==> config.mk <==
export PLATFORM = sky130hd
export DESIGN_NAME = species_formula_atom_counter
export DESIGN_NICKNAME = d
export VERILOG_FILES = /design/src/rtl/sfac_pkg.sv /design/src/rtl/species_formula_atom_counter.sv /design/src/rtl/sfac_step.sv
export SDC_FILE = /design/constraint.sdc
export NUM_CORES = 1
export LEC_CHECK = 0
export BUFFER_PORTS_ARGS = -buffer_cell sky130_fd_sc_hd__buf_2
export CORE_MARGIN = 1
export CORE_UTILIZATION = 50
export CTS_BUF_LIST = sky130_fd_sc_hd__clkbuf_8
export CTS_CLUSTER_SIZE = 16
export DETAILED_ROUTE_END_ITERATION = 16
export PLACE_DENSITY = 0.71
export SKIP_LAST_GASP = 1
export SYNTH_ARGS = -nofsm -noshare
export SYNTH_HDL_FRONTEND = slang
export SYNTH_SLANG_ARGS = --single-unit
==> constraint.sdc <==
create_clock -name clock -period 4.7 [get_ports clock]
set_clock_uncertainty 0.1 [all_clocks]
set_input_delay 0.235 -clock clock [delete_from_list [all_inputs] [get_ports clock]]
set_output_delay 0.235 -clock clock [all_outputs]
set_load 0.02 [all_outputs]
==> src/rtl/sfac_pkg.sv <==
package sfac_pkg;

   // Count width inside the block and width of each reported count
   localparam int CountBits = 8;
   localparam int OutBits   = 8;
   localparam int NumElems  = 8;

   // Element slots, in result order
   localparam logic [2:0] ElemC  = 3'd0;
   localparam logic [2:0] ElemH  = 3'd1;
   localparam logic [2:0] ElemN  = 3'd2;
   localparam logic [2:0] ElemO  = 3'd3;
   localparam logic [2:0] ElemF  = 3'd4;
   localparam logic [2:0] ElemBr = 3'd5;
   localparam logic [2:0] ElemAr = 3'd6;
   localparam logic [2:0] ElemHe = 3'd7;

   // Pending symbol codes: 1..8 are element slot + 1
   localparam logic [3:0] PendNone   = 4'd0;
   localparam logic [3:0] PendFirst  = 4'd1;
   localparam logic [3:0] PendLast   = 4'd8;
   localparam logic [3:0] PendWaitAr = 4'd9;
   localparam logic [3:0] PendWaitBr = 4'd10;
   localparam logic [3:0] PendWaitH  = 4'd11;

   // ASCII codes
   localparam logic [7:0] ChHyphen = 8'h2D;
   localparam logic [7:0] ChZero   = 8'h30;
   localparam logic [7:0] ChNine   = 8'h39;
   localparam logic [7:0] ChA      = 8'h41;
   localparam logic [7:0] ChB      = 8'h42;
   localparam logic [7:0] ChC      = 8'h43;
   localparam logic [7:0] ChE      = 8'h45;
   localparam logic [7:0] ChF      = 8'h46;
   localparam logic [7:0] ChH      = 8'h48;
   localparam logic [7:0] ChN      = 8'h4E;
   localparam logic [7:0] ChO      = 8'h4F;
   localparam logic [7:0] ChR      = 8'h52;
   localparam logic [7:0] ChLowA   = 8'h61;
   localparam logic [7:0] ChLowZ   = 8'h7A;
   localparam logic [7:0] CaseGap  = 8'h20;

   typedef logic [CountBits-1:0] count_type;

   typedef struct packed {
      logic [NumElems-1:0][CountBits-1:0] totals;
      logic [3:0]                         pend;
      count_type                          dval;
      logic                               dnz;
      logic                               err;
   } parse_state_type;

   typedef struct packed {
      logic [NumElems-1:0][OutBits-1:0] counts;
      logic                             error;
   } result_type;

   // Decode the first character of a symbol: {error, pending code}
   function automatic logic [4:0] start_code(input logic [7:0] c);
      logic [7:0] u;
      logic [4:0] r;
      u = (c >= ChLowA && c <= ChLowZ) ? 8'(c - CaseGap) : c;
      priority if (c == ChA) begin
         r = {1'b0, PendWaitAr};
      end else if (c == ChB) begin
         r = {1'b0, PendWaitBr};
      end else if (c == ChH) begin
         r = {1'b0, PendWaitH};
      end else begin
         unique case (u)
            ChC:     r = {1'b0, 4'({1'b0, ElemC}) + PendFirst};
            ChH:     r = {1'b0, 4'({1'b0, ElemH}) + PendFirst};
            ChN:     r = {1'b0, 4'({1'b0, ElemN}) + PendFirst};
            ChO:     r = {1'b0, 4'({1'b0, ElemO}) + PendFirst};
            ChF:     r = {1'b0, 4'({1'b0, ElemF}) + PendFirst};
            ChB:     r = {1'b0, 4'({1'b0, ElemBr}) + PendFirst};
            ChA:     r = {1'b0, 4'({1'b0, ElemAr}) + PendFirst};
            ChE:     r = {1'b0, 4'({1'b0, ElemHe}) + PendFirst};
            default: r = {1'b1, PendNone};
         endcase
      end
      return r;
   endfunction

endpackage

==> src/rtl/species_formula_atom_counter.sv <==
// Species formula atom counter.
// The req channel carries one character of a species name per beat
// (tdata = name_char, tlast marks the final character). After the final
// beat the rsp channel presents one beat: tdata holds eight 8-bit atom
// counts, carbon lowest, then H, N, O, F, Br, Ar, He; tuser flags an
// unknown symbol, in which case all counts are zero.
// The result is registered and is valid in the cycle after the last
// character is accepted. Throughput: one character per clock while no
// result waits to be taken; the parser state is updated by a single
// combinational step between its state register and the result register.
// A hyphen restarts the count; after a last beat the parser returns to
// its reset state, so names may follow back to back.
// Reset (synchronous, active high) clears the parser and drops rsp_tvalid.
// When the receiver stalls, the result register holds its beat and
// req_tready falls until the result is taken; characters already inside
// are never lost.
module species_formula_atom_counter (
   input  logic        clock,
   input  logic        reset,
   input  logic        req_tvalid,
   output logic        req_tready,
   input  logic [7:0]  req_tdata,   // [7:0] name_char
   input  logic        req_tlast,   // last_char
   output logic        rsp_tvalid,
   input  logic        rsp_tready,
   output logic [63:0] rsp_tdata,   // carbon, hydrogen, nitrogen, oxygen, fluorine,
                                    // bromine, argon, helium atoms (8 bits each)
   output logic [0:0]  rsp_tuser    // [0] name_error
);
   import sfac_pkg::*;

   parse_state_type state_ff;
   parse_state_type state_in;
   result_type      result_in;
   result_type      rsp_data_ff;
   logic            rsp_valid_ff;
   logic            req_beat;

   assign req_tready = !rsp_valid_ff || rsp_tready;
   assign req_beat   = req_tvalid && req_tready;

   sfac_step u_step (
      .state_cur (state_ff),
      .name_char (req_tdata),
      .last_char (req_tlast),
      .state_nxt (state_in),
      .result    (result_in)
   );

   // Parser state
   always_ff @(posedge clock) begin
      if (reset) begin
         state_ff <= '0;
      end else if (req_beat) begin
         state_ff <= state_in;
      end
   end

   // Result register
   always_ff @(posedge clock) begin
      if (reset) begin
         rsp_valid_ff <= 1'b0;
      end else if (req_beat && req_tlast) begin
         rsp_valid_ff <= 1'b1;
      end else if (rsp_tready) begin
         rsp_valid_ff <= 1'b0;
      end
   end

   always_ff @(posedge clock) begin
      if (req_beat && req_tlast) begin
         rsp_data_ff <= result_in;
      end
   end

   assign rsp_tvalid = rsp_valid_ff;
   assign rsp_tdata  = rsp_data_ff.counts;
   assign rsp_tuser  = rsp_data_ff.error;

endmodule

==> src/rtl/sfac_step.sv <==
module sfac_step (
   input  sfac_pkg::parse_state_type state_cur,
   input  logic [7:0]                name_char,
   input  logic                      last_char,
   output sfac_pkg::parse_state_type state_nxt,
   output sfac_pkg::result_type      result
);
   import sfac_pkg::*;

   logic            is_digit;
   logic [3:0]      dig;
   logic [4:0]      sc;
   logic            h_follow;
   parse_state_type s;
   count_type       n;
   count_type       dval_x10;

   assign is_digit = (name_char >= ChZero) && (name_char <= ChNine);
   assign dig      = 4'(name_char - ChZero);
   assign sc       = start_code(name_char);
   assign h_follow = (name_char == ChC) || (name_char == ChN) || (name_char == ChF) ||
                     (name_char == ChA) || (name_char == ChH) || (name_char == ChO) ||
                     (name_char == ChB);
   assign dval_x10 = (state_cur.dval << 3) + (state_cur.dval << 1)
                     + {{(CountBits-4){1'b0}}, dig};

   // One character step, then the end-of-name flush
   always_comb begin
      s = state_cur;
      n = '0;
      if (name_char == ChHyphen) begin
         s = '0;
      end else if (!s.err) begin
         priority if (s.pend == PendNone) begin
            s.pend = sc[3:0];
            s.dval = '0;
            s.dnz  = 1'b0;
            if (sc[4]) begin
               s     = '0;
               s.err = 1'b1;
            end
         end else if (s.pend == PendWaitAr || s.pend == PendWaitBr) begin
            if (name_char == ChR) begin
               s.pend = (s.pend == PendWaitAr) ? 4'({1'b0, ElemAr}) + PendFirst
                                               : 4'({1'b0, ElemBr}) + PendFirst;
               s.dval = '0;
               s.dnz  = 1'b0;
            end else begin
               s     = '0;
               s.err = 1'b1;
            end
         end else if (s.pend == PendWaitH) begin
            if (name_char == ChE) begin
               s.pend = 4'({1'b0, ElemHe}) + PendFirst;
               s.dval = '0;
               s.dnz  = 1'b0;
            end else if (is_digit) begin
               s.pend = 4'({1'b0, ElemH}) + PendFirst;
               s.dval = {{(CountBits-4){1'b0}}, dig};
               s.dnz  = (dig != 4'd0);
            end else if (h_follow) begin
               // hydrogen with a count of one, then the new symbol
               s.totals[ElemH] = s.totals[ElemH] + count_type'(1);
               s.pend          = sc[3:0];
               s.dval          = '0;
               s.dnz           = 1'b0;
            end else begin
               s     = '0;
               s.err = 1'b1;
            end
         end else if (s.pend >= PendFirst && s.pend <= PendLast) begin
            if (is_digit) begin
               s.dval = dval_x10;
               s.dnz  = s.dnz | (dig != 4'd0);
            end else begin
               // close the pending element, then decode the new symbol
               n = s.dnz ? s.dval : count_type'(1);
               for (int i = 0; i < NumElems; i++) begin
                  if (4'(i) + PendFirst == s.pend) begin
                     s.totals[i] = s.totals[i] + n;
                  end
               end
               s.pend = sc[3:0];
               s.dval = '0;
               s.dnz  = 1'b0;
               if (sc[4]) begin
                  s     = '0;
                  s.err = 1'b1;
               end
            end
         end else begin
            s     = '0;
            s.err = 1'b1;
         end
      end

      // End of name: flush the pending element; an unfinished Ar or Br is an error
      if (last_char && !s.err) begin
         priority if (s.pend == PendWaitAr || s.pend == PendWaitBr) begin
            s     = '0;
            s.err = 1'b1;
         end else if (s.pend == PendWaitH) begin
            s.totals[ElemH] = s.totals[ElemH] + count_type'(1);
         end else begin
            n = s.dnz ? s.dval : count_type'(1);
            for (int i = 0; i < NumElems; i++) begin
               if (4'(i) + PendFirst == s.pend) begin
                  s.totals[i] = s.totals[i] + n;
               end
            end
         end
      end

      for (int i = 0; i < NumElems; i++) begin
         result.counts[i] = s.totals[i][OutBits-1:0];
      end
      result.error = s.err;

      // a finished name leaves the parser in its reset state
      state_nxt = last_char ? parse_state_type'('0) : s;
   end

endmodule
# == Word-level counts from Yosys, hierarchy flattened ==
# Index checks and enable logic that the tools add are counted.
# word_totals
regBits,144
latch_bits,0
ramBits,0
rom_bits,0
input_bits,13
output_inout_bits,67
word_cells,169
n_memories,0
# op_classes
n_addsub,22
n_mul,0
n_div,0
order_cmp,6
n_eq_ne,40
shift,0
muxes,58
bitwise_logic,1
reduce_logical,20
# ops
operator,count
2-to-1 mux 78 bit,10
2-to-1 mux 64 bit,4
2-to-1 mux 8 bit,23
adder 8 bit,17
== test 8 x 7 -> 1 bit (second input constant),17
2-to-1 mux 48 bit,2
2-to-1 mux 68 bit,1
2-to-1 mux 13 bit,4
one-hot mux 5 bit (8 select lines),1
== test 3 x 4 -> 1 bit (first input constant),8
== test 4 bit (second input constant),6
adder 8 x 1 -> 8 bit (second input constant),2
== test 2 x 4 -> 1 bit (first input constant),4
2-to-1 mux 5 bit,3
2-to-1 mux 14 bit,1
logical OR 1 bit,9
2-to-1 mux 9 bit,1
adder 8 x 4 -> 8 bit,1
== test 1 x 4 -> 1 bit (first input constant),2
== test 4 bit (first input constant),2
== test 8 x 6 -> 1 bit (second input constant),1
>= comparator 8 x 6 -> 1 bit (second input constant),1
>= comparator 8 x 7 -> 1 bit (second input constant),1
less-or-equal comparator 8 x 6 -> 1 bit (second input constant),1
12 further kinds,25

# == Depth between registers and ports, before layout ==
# Gate-level depths: netlist (run 1).
# depth
depth_word,23
mapped_depth,22
depth_no_buf,20

# == Hierarchy ==
# A second synthesis (run 1) with hierarchy kept.
# hier_totals
cells_unflattened,1716
area_unflattened_um2,14088.5
# modules_own_cells
mod,n_inst,cells_each,area_per_inst_um2,seq_area_each_um2
sfac_step,1,1290,8678.3,0.0
species_formula_atom_counter,1,426,5410.2,3533.4

# == Worst setup path after synthesis (run 1) ==
# Ideal clock, no wire load.
# synth_path
path_kind,reg2reg
startpoint,register state_ff[13] (netlist bit)
endpoint,"register rsp_data_ff, in the netlist rsp_tdata[47] (data pin)"
setup_ns,0.257
arrival_time_ns,4.467
t_required_ns,4.343
slack_ns,-0.125
stages_incl_launch_ff,19
n_path_buf,3
period_less_slack_ns,4.825
cell_sequence,dfxtp_1 buf_2 clkbuf_1 nor4bb_1 nor4_1 clkbuf_1 and3_1 a221oi_1 nor2_1 ha_1 a21oi_1 o211ai_1 o21ai_0 nand2b_1 a21oi_1 xnor2_1 nor4_1 xnor2_1 nor2_1
# synth_rtl
element,line_no,text
start: declaration,species_formula_atom_counter.sv:32,parse_state_type state_ff;
start signal: assignment,species_formula_atom_counter.sv:55,state_ff <= state_in;
end signal: assignment,species_formula_atom_counter.sv:72,rsp_data_ff <= result_in;
end: declaration,species_formula_atom_counter.sv:35,result_type rsp_data_ff;

==> out/metrics.yaml, run 1 <==
synth_largest_area_cell: "sky130_fd_sc_hd__edfxtp_1"
syn-mean-instance-area_um2: 8.23
setup_viol: 0
synth.ff_latch_count: 144
mostFrequentLayoutCells: "sky130_fd_sc_hd__buf_4, sky130_fd_sc_hd__nor2_1, sky130_fd_sc_hd__nand2_1"
cp_data_arrival_time_ns: 4.64
rr_endpoint: "rsp_tdata[39]"
timing.critical_path.to_type: "register"
postRouteAntennaNets: 0
htreeDepth: 4
global_route.overflow_total: 0
unrepaired_setup_endpoints_after_global_routing: "true"
worstSetupStartpointType: "register"
detail_route.drc_violations: 0
die_width_um: 170
top_layer_used: "met5"
netlist-cell-type-count: 104
timing.critical_path.fanout_max: 12
powerDensity_nw_per_um2: 168
first_global_vias: 14300
syn-cell-area_um2: 14100
initial_core_util_pct: 50.8
postRouteWirelength_um: 56300
tightest_slew_ns: 1.08
worst-r2r-cell-count: 19
routed-via-count: 15200
tritoncts_clock_tree: "yes"
dieHeight_um: 170
worst_ep_required_time_ns: 4.85
synth-warning-count: 0
dp.final_hpwl_um: 42800
placed_cell_area_um2: 16500
drt_iter0_markers: 2001
power.share.switching_pct: 31.1
irDropWorstVdd_mv: 0.181
comb_power_share_pct: 16.7
r2r-start: "state_ff[11]"
timing_hold_violations_final: 0
grt_pass1_wl_um: 84600
floorplan.die_area_um2: 28800
antenna_cells_inserted: 0
ioPinCount: 80
placement_rows: 61
p_sw_uw: 889
clock_sinks: 144
power_frac_clock_pct: 36.6
post_drt_via_cell_ratio: 6.48
finalMaxSlewViolations: 0
clock_path_buffers: 2
synth-edff-count: 65
detailroute.wirelength.met3_um: 5910
synth_nets: 1866
r2r_setup_slack_ns: 0.21
fin_hold_ws_ns: 0.114
timing.critical_path.to: "rsp_tdata[39]"
worst_skew_pair.late_latency_ns: 0.50
route.detailed.wl_per_inst_um: 24.0
cts_buf_count: 17
area_delta_synth_final_pct: 20.8
drt-met1-wl_um: 23400
nFillCells: 2489
largest_net_degree_at_the_start_of_global_routing: 48
root_buffer: "sky130_fd_sc_hd__clkbuf_8"
run_status: "complete, no violations"
seq_power_share_pct: 46.7
fin_crit_ns: 4.49
port_buffers: 79
critPathKind: "reg2reg"
internal_power_mw: 1.97
cts.clk_slew.worst_paths_ns: 0.09
critical_path.startpoint: "state_ff[11]"
ys_seq_area_share_pct: 25.1
finalNetCount: 2114
routabilityCongestion: 1.02
ranking_of_synthesized_cells_by_area: "sky130_fd_sc_hd__edfxtp_1, sky130_fd_sc_hd__dfxtp_1, sky130_fd_sc_hd__ha_1"
final_common_cell: "sky130_fd_sc_hd__buf_4"
wl_met2_um: 24200
synth_cells: 1710
finalInstanceArea_um2: 17000
timing.max_slew.rel_slack_pct: 27.7
min-delay-path-class: "in2reg"
fmax_mhz: 223
async_flop_share_pct: 0
number_of_antenna_violations_at_the_first_check_in_global_routing: 1
core_area_um2: 27700
drtPass1Iterations: 8
power_leakage_nw: 7.35
layout_worst_path_cycle_share_pct: 95.4
maxCapViolations: 0
globalRouteTotalUtil_pct: 39.4
drive_above_1_share_pct: 21.8
synth.top_cell.area_share_pct: 13.9
postSynth.topFlopCell: "sky130_fd_sc_hd__dfxtp_1"
[area by class of cell]
class | instances | area [um^2] | area share [%]
Multi-Input combinational cell | 1435 | 10200 | 59.7
Sequential cell | 144 | 3540 | 20.8
Timing Repair Buffer | 319 | 2290 | 13.5
Tap cell | 378 | 473 | 2.78
Clock buffer | 19 | 262 | 1.54
Inverter | 41 | 154 | 0.904
Clock inverter | 13 | 138 | 0.809
[logic make-up (layout without fill, tap and decap cells)]
| group | count (synthesis) | in the layout | synth area share (%) |
|---|---|---|---|
| AND/OR/NAND/NOR | 598 | 598 | 21.6 |
| AO/OA/AOI/OAI | 569 | 569 | 27.7 |
| flip-flops | 144 | 144 | 25.1 |
| adder cells (fa/ha/maj) | 143 | 143 | 13.7 |
| buffers and inverters | 131 | 392 | 3.81 |
| XOR/XNOR | 95 | 95 | 5.91 |
| multiplexers | 30 | 30 | 2.17 |
[worst max-delay path, stage by stage, from the launching register on]
cell,delay (ns)
sky130_fd_sc_hd__dfxtp_2,0.40
sky130_fd_sc_hd__buf_4,0.16
sky130_fd_sc_hd__nand2b_1,0.13
sky130_fd_sc_hd__a21o_1,0.23
sky130_fd_sc_hd__o21ai_0,0.14
sky130_fd_sc_hd__a311o_1,0.40
sky130_fd_sc_hd__buf_4,0.23
sky130_fd_sc_hd__o31ai_1,0.63
sky130_fd_sc_hd__nand3_1,0.14
sky130_fd_sc_hd__o21ai_0,0.14
sky130_fd_sc_hd__ha_1,0.29
sky130_fd_sc_hd__a21o_1,0.18
sky130_fd_sc_hd__a21oi_1,0.20
sky130_fd_sc_hd__o21bai_1,0.11
sky130_fd_sc_hd__nand2_1,0.07
sky130_fd_sc_hd__a21oi_1,0.07
sky130_fd_sc_hd__xnor2_1,0.15
sky130_fd_sc_hd__nand4_1,0.17
sky130_fd_sc_hd__xnor2_1,0.23
sky130_fd_sc_hd__nor2_1,0.06
[per-stage QoR]
step           util, %  cells  setup slack (ns)  power (mW)  setup TNS [ns]
5_1_grt           61.4   2349           -0.0168        2.92         -0.0257
2_1_floorplan        -   1710           0.00258        1.60               0
6_report          61.4   2349             0.214        2.86               0
3_5_place_dp      59.4   2312            -0.333        1.81           -1.19
4_1_cts           60.9   2346            0.0175        2.85               0
3_3_place_gp      59.4   2312            -0.210        1.81          -0.321
[flip-flops by register name, indices dropped and copies added, names as in the netlist]
| name | count |
|---|---|
| rsp_tdata | 64 |
| state_ff | 78 |
| rsp_tuser | 1 |
| rsp_tvalid | 1 |
[per-layer routing]
layer	vias to the layer above	track usage, %
li1	6972	-
met1	7226	52.8
met2	869	59.2
met3	163	8.91
met4	2	19.5
met5	-	0
[power by group through the flow]
stage | Sequential [mW] | Clock [mW] | Combinational [mW]
6_report | 1.33 | 1.05 | 0.478
5_1_grt | 1.34 | 1.09 | 0.497
4_1_cts | 1.33 | 1.06 | 0.455
3_5_place_dp | 1.36 | 0 | 0.452
3_3_place_gp | 1.36 | 0 | 0.452
2_1_floorplan | 1.39 | 0 | 0.215
[cell usage after synthesis (6+ instances only)]
cell type / number
sky130_fd_sc_hd__ha_1: 125
sky130_fd_sc_hd__nor4_1: 9
sky130_fd_sc_hd__or3_1: 15
sky130_fd_sc_hd__o211ai_1: 27
sky130_fd_sc_hd__mux2i_1: 26
sky130_fd_sc_hd__clkbuf_1: 60
sky130_fd_sc_hd__buf_2: 24
sky130_fd_sc_hd__fa_1: 18
sky130_fd_sc_hd__or2_2: 10
sky130_fd_sc_hd__nor3_1: 51
sky130_fd_sc_hd__o21bai_1: 15
sky130_fd_sc_hd__a22oi_1: 50
sky130_fd_sc_hd__nor2b_1: 7
sky130_fd_sc_hd__edfxtp_1: 65
sky130_fd_sc_hd__nand2_1: 141
sky130_fd_sc_hd__nand4_1: 16
sky130_fd_sc_hd__and3_1: 16
sky130_fd_sc_hd__dfxtp_1: 79
sky130_fd_sc_hd__o21ai_0: 110
sky130_fd_sc_hd__nor3b_1: 7
sky130_fd_sc_hd__nand4b_1: 10
sky130_fd_sc_hd__a2bb2oi_1: 6
sky130_fd_sc_hd__o21a_1: 12
sky130_fd_sc_hd__a21o_1: 39
sky130_fd_sc_hd__a31oi_1: 17
sky130_fd_sc_hd__o21ai_1: 8
sky130_fd_sc_hd__a21oi_1: 126
sky130_fd_sc_hd__nand2b_1: 16
sky130_fd_sc_hd__xnor2_1: 68
sky130_fd_sc_hd__nand3_1: 67
sky130_fd_sc_hd__xor2_1: 27
sky130_fd_sc_hd__inv_1: 39
sky130_fd_sc_hd__a211oi_1: 16
sky130_fd_sc_hd__and2_1: 17
sky130_fd_sc_hd__a22o_1: 20
sky130_fd_sc_hd__o2111ai_1: 6
sky130_fd_sc_hd__nor2_1: 172
sky130_fd_sc_hd__o31ai_1: 17
sky130_fd_sc_hd__a32oi_1: 17
sky130_fd_sc_hd__a211o_1: 6
[worst min-delay path by stage]
| stage | start | to | depth (start not counted) |
|---|---|---|---|
| after floorplan | state_ff[61] | state_ff[61] | 2 |
| after global placement | state_ff[77] | state_ff[77] | 2 |
| after detailed placement | state_ff[77] | state_ff[77] | 2 |
| after CTS | req_tlast | state_ff[11] | 4 |
| after global routing | req_tlast | state_ff[9] | 4 |
| final | req_tlast | state_ff[11] | 4 |
[repair_timing]
item / 4_1_cts / 5_1_grt
hold endpoints to repair: 1 / 0
endpoints found under the setup margin: 5 / 18
gates resized for setup: 1 / 28
buffers inserted: 0 / 3
hold buffers: 2 / 0
pin swaps: 0 / 3
gates cloned: 0 / 0
Note: power is estimated with default switching activity, not from simulation.
==> run 2: changes to the inputs <==
ABC_AREA = 1   (was not set)
==> run 2 against run 1 <==
Register-to-register slack worse by 0.03 ns. Largest cell class unchanged. Area after synthesis grew 9.5%. Sequential share of layout area down 0.43 points. Utilization is 3.5 points lower. Highest routed layer is now met4. Global-route usage fell by 1.6 points.
==> out/metrics.yaml, run 2 <==
worst_skew_pair.late_latency_ns: 0.51
unrepaired_setup_endpoints_after_global_routing: "true"
wl_met2_um: 24800
async_flop_share_pct: 0
min-delay-path-class: "in2reg"
synth_nets: 2498
fin_crit_ns: 4.51
drive_above_1_share_pct: 14.2
port_buffers: 79
biggest_register: "state_ff"
ranking_of_synthesized_cells_by_area: "sky130_fd_sc_hd__nand2_1, sky130_fd_sc_hd__edfxtp_1, sky130_fd_sc_hd__dfxtp_1"
total_power_mw: 3.43
r2r_setup_slack_ns: 0.19
global_route.overflow_total: 0
syn-cell-area_um2: 15400
route.detailed.wl_per_inst_um: 20.6
irDropWorstVdd_mv: 0.196
run_status: "complete, no violations"
min_path_cells: 5
post_drt_via_cell_ratio: 6.02
clock_sinks: 144
synth_largest_area_cell: "sky130_fd_sc_hd__nand2_1"
largest_net_degree_at_the_start_of_global_routing: 81
layout_worst_path_cycle_share_pct: 96.0
tightest_slew_ns: 1.24
htreeDepth: 4
nFillCells: 2917
area_delta_synth_final_pct: 12.7
drt_iter0_markers: 2098
detailroute.wirelength.met3_um: 7100
synth-warning-count: 0
synth-edff-count: 65
antenna_cells_inserted: 0
clock_path_buffers: 2
dieHeight_um: 178
powerDensity_nw_per_um2: 197
grt_pass1_wl_um: 89400
synth.ff_latch_count: 144
detail_route.drc_violations: 0
routed-via-count: 17200
top_layer_used: "met4"
power_leakage_nw: 7.96
ys_seq_area_share_pct: 22.9
timing.max_slew.rel_slack_pct: 17.4
core_area_um2: 30000
maxCapViolations: 0
synth_most_common_cell: "sky130_fd_sc_hd__nand2_1"
number_of_flip_flops_in_the_largest_register: 78
final-instance-count-excl-fill: 2853
finalMaxSlewViolations: 0
synth.top_cell.area_share_pct: 14.0
cts_buf_count: 17
timing.critical_path.fanout_max: 11
number_of_antenna_violations_at_the_first_check_in_global_routing: 0
netlist-cell-type-count: 71
number_of_cells_in_the_design_after_placement: 2818
cts.hold.buffers_added: 0
die_width_um: 178
cp_data_arrival_time_ns: 4.85
root_buffer: "sky130_fd_sc_hd__clkbuf_8"
cts.clk_slew.worst_paths_ns: 0.11
worstSetupStartpointType: "register"
worst_ep_required_time_ns: 5.04
timing_hold_violations_final: 0
timing.critical_path.to_type: "register"
placement_rows: 63
postRouteWirelength_um: 58800
tritoncts_clock_tree: "yes"
initial_core_util_pct: 51.4
drt-met1-wl_um: 25200
postSynth.topFlopCell: "sky130_fd_sc_hd__dfxtp_1"
dp.final_hpwl_um: 43300
synth_cells: 2342
postRouteAntennaNets: 0
synth.cells.most_frequent: "sky130_fd_sc_hd__nand2_1, sky130_fd_sc_hd__inv_1, sky130_fd_sc_hd__a21oi_1, sky130_fd_sc_hd__o21ai_0, sky130_fd_sc_hd__nor2_1"
first_global_vias: 15300
routabilityCongestion: 1.02
final_common_cell: "sky130_fd_sc_hd__nand2_1"
setup_viol: 0
fmax_mhz: 222
syn-mean-instance-area_um2: 6.59
ioPinCount: 80
mostFrequentLayoutCells: "sky130_fd_sc_hd__nand2_1, sky130_fd_sc_hd__inv_1, sky130_fd_sc_hd__a21oi_1"
critPathKind: "reg2reg"
worst-r2r-cell-count: 25
drtPass1Iterations: 8
floorplan.die_area_um2: 31600
globalRouteTotalUtil_pct: 37.7
finalNetCount: 2606
## run 2: worst max-delay path, cell delays in order (launching register included)
cell                         delay [ns]
sky130_fd_sc_hd__dfxtp_1           0.37
sky130_fd_sc_hd__nor2_1            0.18
sky130_fd_sc_hd__nand2_2           0.15
sky130_fd_sc_hd__inv_2             0.11
sky130_fd_sc_hd__a21oi_4           0.06
sky130_fd_sc_hd__buf_4             0.18
sky130_fd_sc_hd__nand2_2           0.10
sky130_fd_sc_hd__clkinvlp_4        0.19
sky130_fd_sc_hd__buf_4             0.24
sky130_fd_sc_hd__nand2_1           0.07
sky130_fd_sc_hd__a21oi_1           0.06
sky130_fd_sc_hd__a211oi_1          0.18
sky130_fd_sc_hd__nor2_1            0.06
sky130_fd_sc_hd__buf_4             0.16
sky130_fd_sc_hd__ha_1              0.24
sky130_fd_sc_hd__fa_1              0.48
sky130_fd_sc_hd__a21oi_1           0.17
sky130_fd_sc_hd__o21bai_1          0.12
sky130_fd_sc_hd__a21oi_1           0.17
sky130_fd_sc_hd__o21ai_0           0.12
sky130_fd_sc_hd__xnor2_1           0.13
sky130_fd_sc_hd__o21ai_0           0.18
sky130_fd_sc_hd__nand2_1           0.07
sky130_fd_sc_hd__nand2_1           0.22
sky130_fd_sc_hd__nand2_1           0.15
sky130_fd_sc_hd__a21oi_1           0.17
## run 2: path summary, 6_finish.rpt
path,startpoint,endpoint
max,state_ff[12],state_ff[60]
min,rsp_tready,rsp_tvalid
max reg2reg,state_ff[12],state_ff[60]
min reg2reg,state_ff[53],state_ff[53]
## run 2: cells by family after synthesis
| kind of cell | after synthesis | synth area share, % |
|---|---|---|
| compound gates | 607 | 22.6 |
| simple gates | 1013 | 28.8 |
| xor+xnor | 59 | 3.35 |
| buf+inv | 368 | 9.30 |
| mux | 8 | 0.560 |
| flops | 144 | 22.9 |
| fa+ha+maj | 143 | 12.5 |
## run 2: metal layers
layer / vias up / global-route usage [%]
met5: - / 0
met4: 0 / 12.8
met3: 118 / 8.25
met2: 955 / 56.2
met1: 7958 / 53.4
li1: 8147 / -
## run 2: per-stage QoR
stage | area, um^2 | setup WS [ns] | util, % | TNS, ns | hold WS [ns]
2_1_floorplan | 15400 | 0.0350 | - | 0 | 0.345
3_3_place_gp | 16800 | 0.120 | 56.0 | 0 | 0.358
3_5_place_dp | 16800 | 0.0314 | 56.0 | 0 | 0.362
4_1_cts | 17200 | 0.0429 | 57.3 | 0 | 0.0306
5_1_grt | 17400 | -0.0829 | 57.9 | -0.217 | 0.0761
6_report | 17400 | 0.189 | 57.9 | 0 | 0.0401
## run 2: layout make-up
class	instances	area, um^2	area share [%]
Multi-Input combinational cell	1830	10600	61.1
Sequential cell	144	3540	20.4
Timing Repair Buffer	179	1280	7.38
Inverter	278	1050	6.06
Tap cell	390	488	2.81
Clock buffer	17	234	1.35
Clock inverter	15	159	0.914
## run 2: where the power goes
group | internal [mW] | switching, mW | leakage [nW]
clock | 0.478 | 0.601 | 0.198
sequential | 1.37 | 0.0340 | 1.27
combinational | 0.287 | 0.664 | 6.50
total | 2.13 | 1.30 | 7.96
## run 2: repair_timing
| action | CTS | global route |
|---|---|---|
| resized for setup | 0 | 46 |
| endpoints found under the setup margin | 0 | 28 |
| buffers inserted | 0 | 3 |
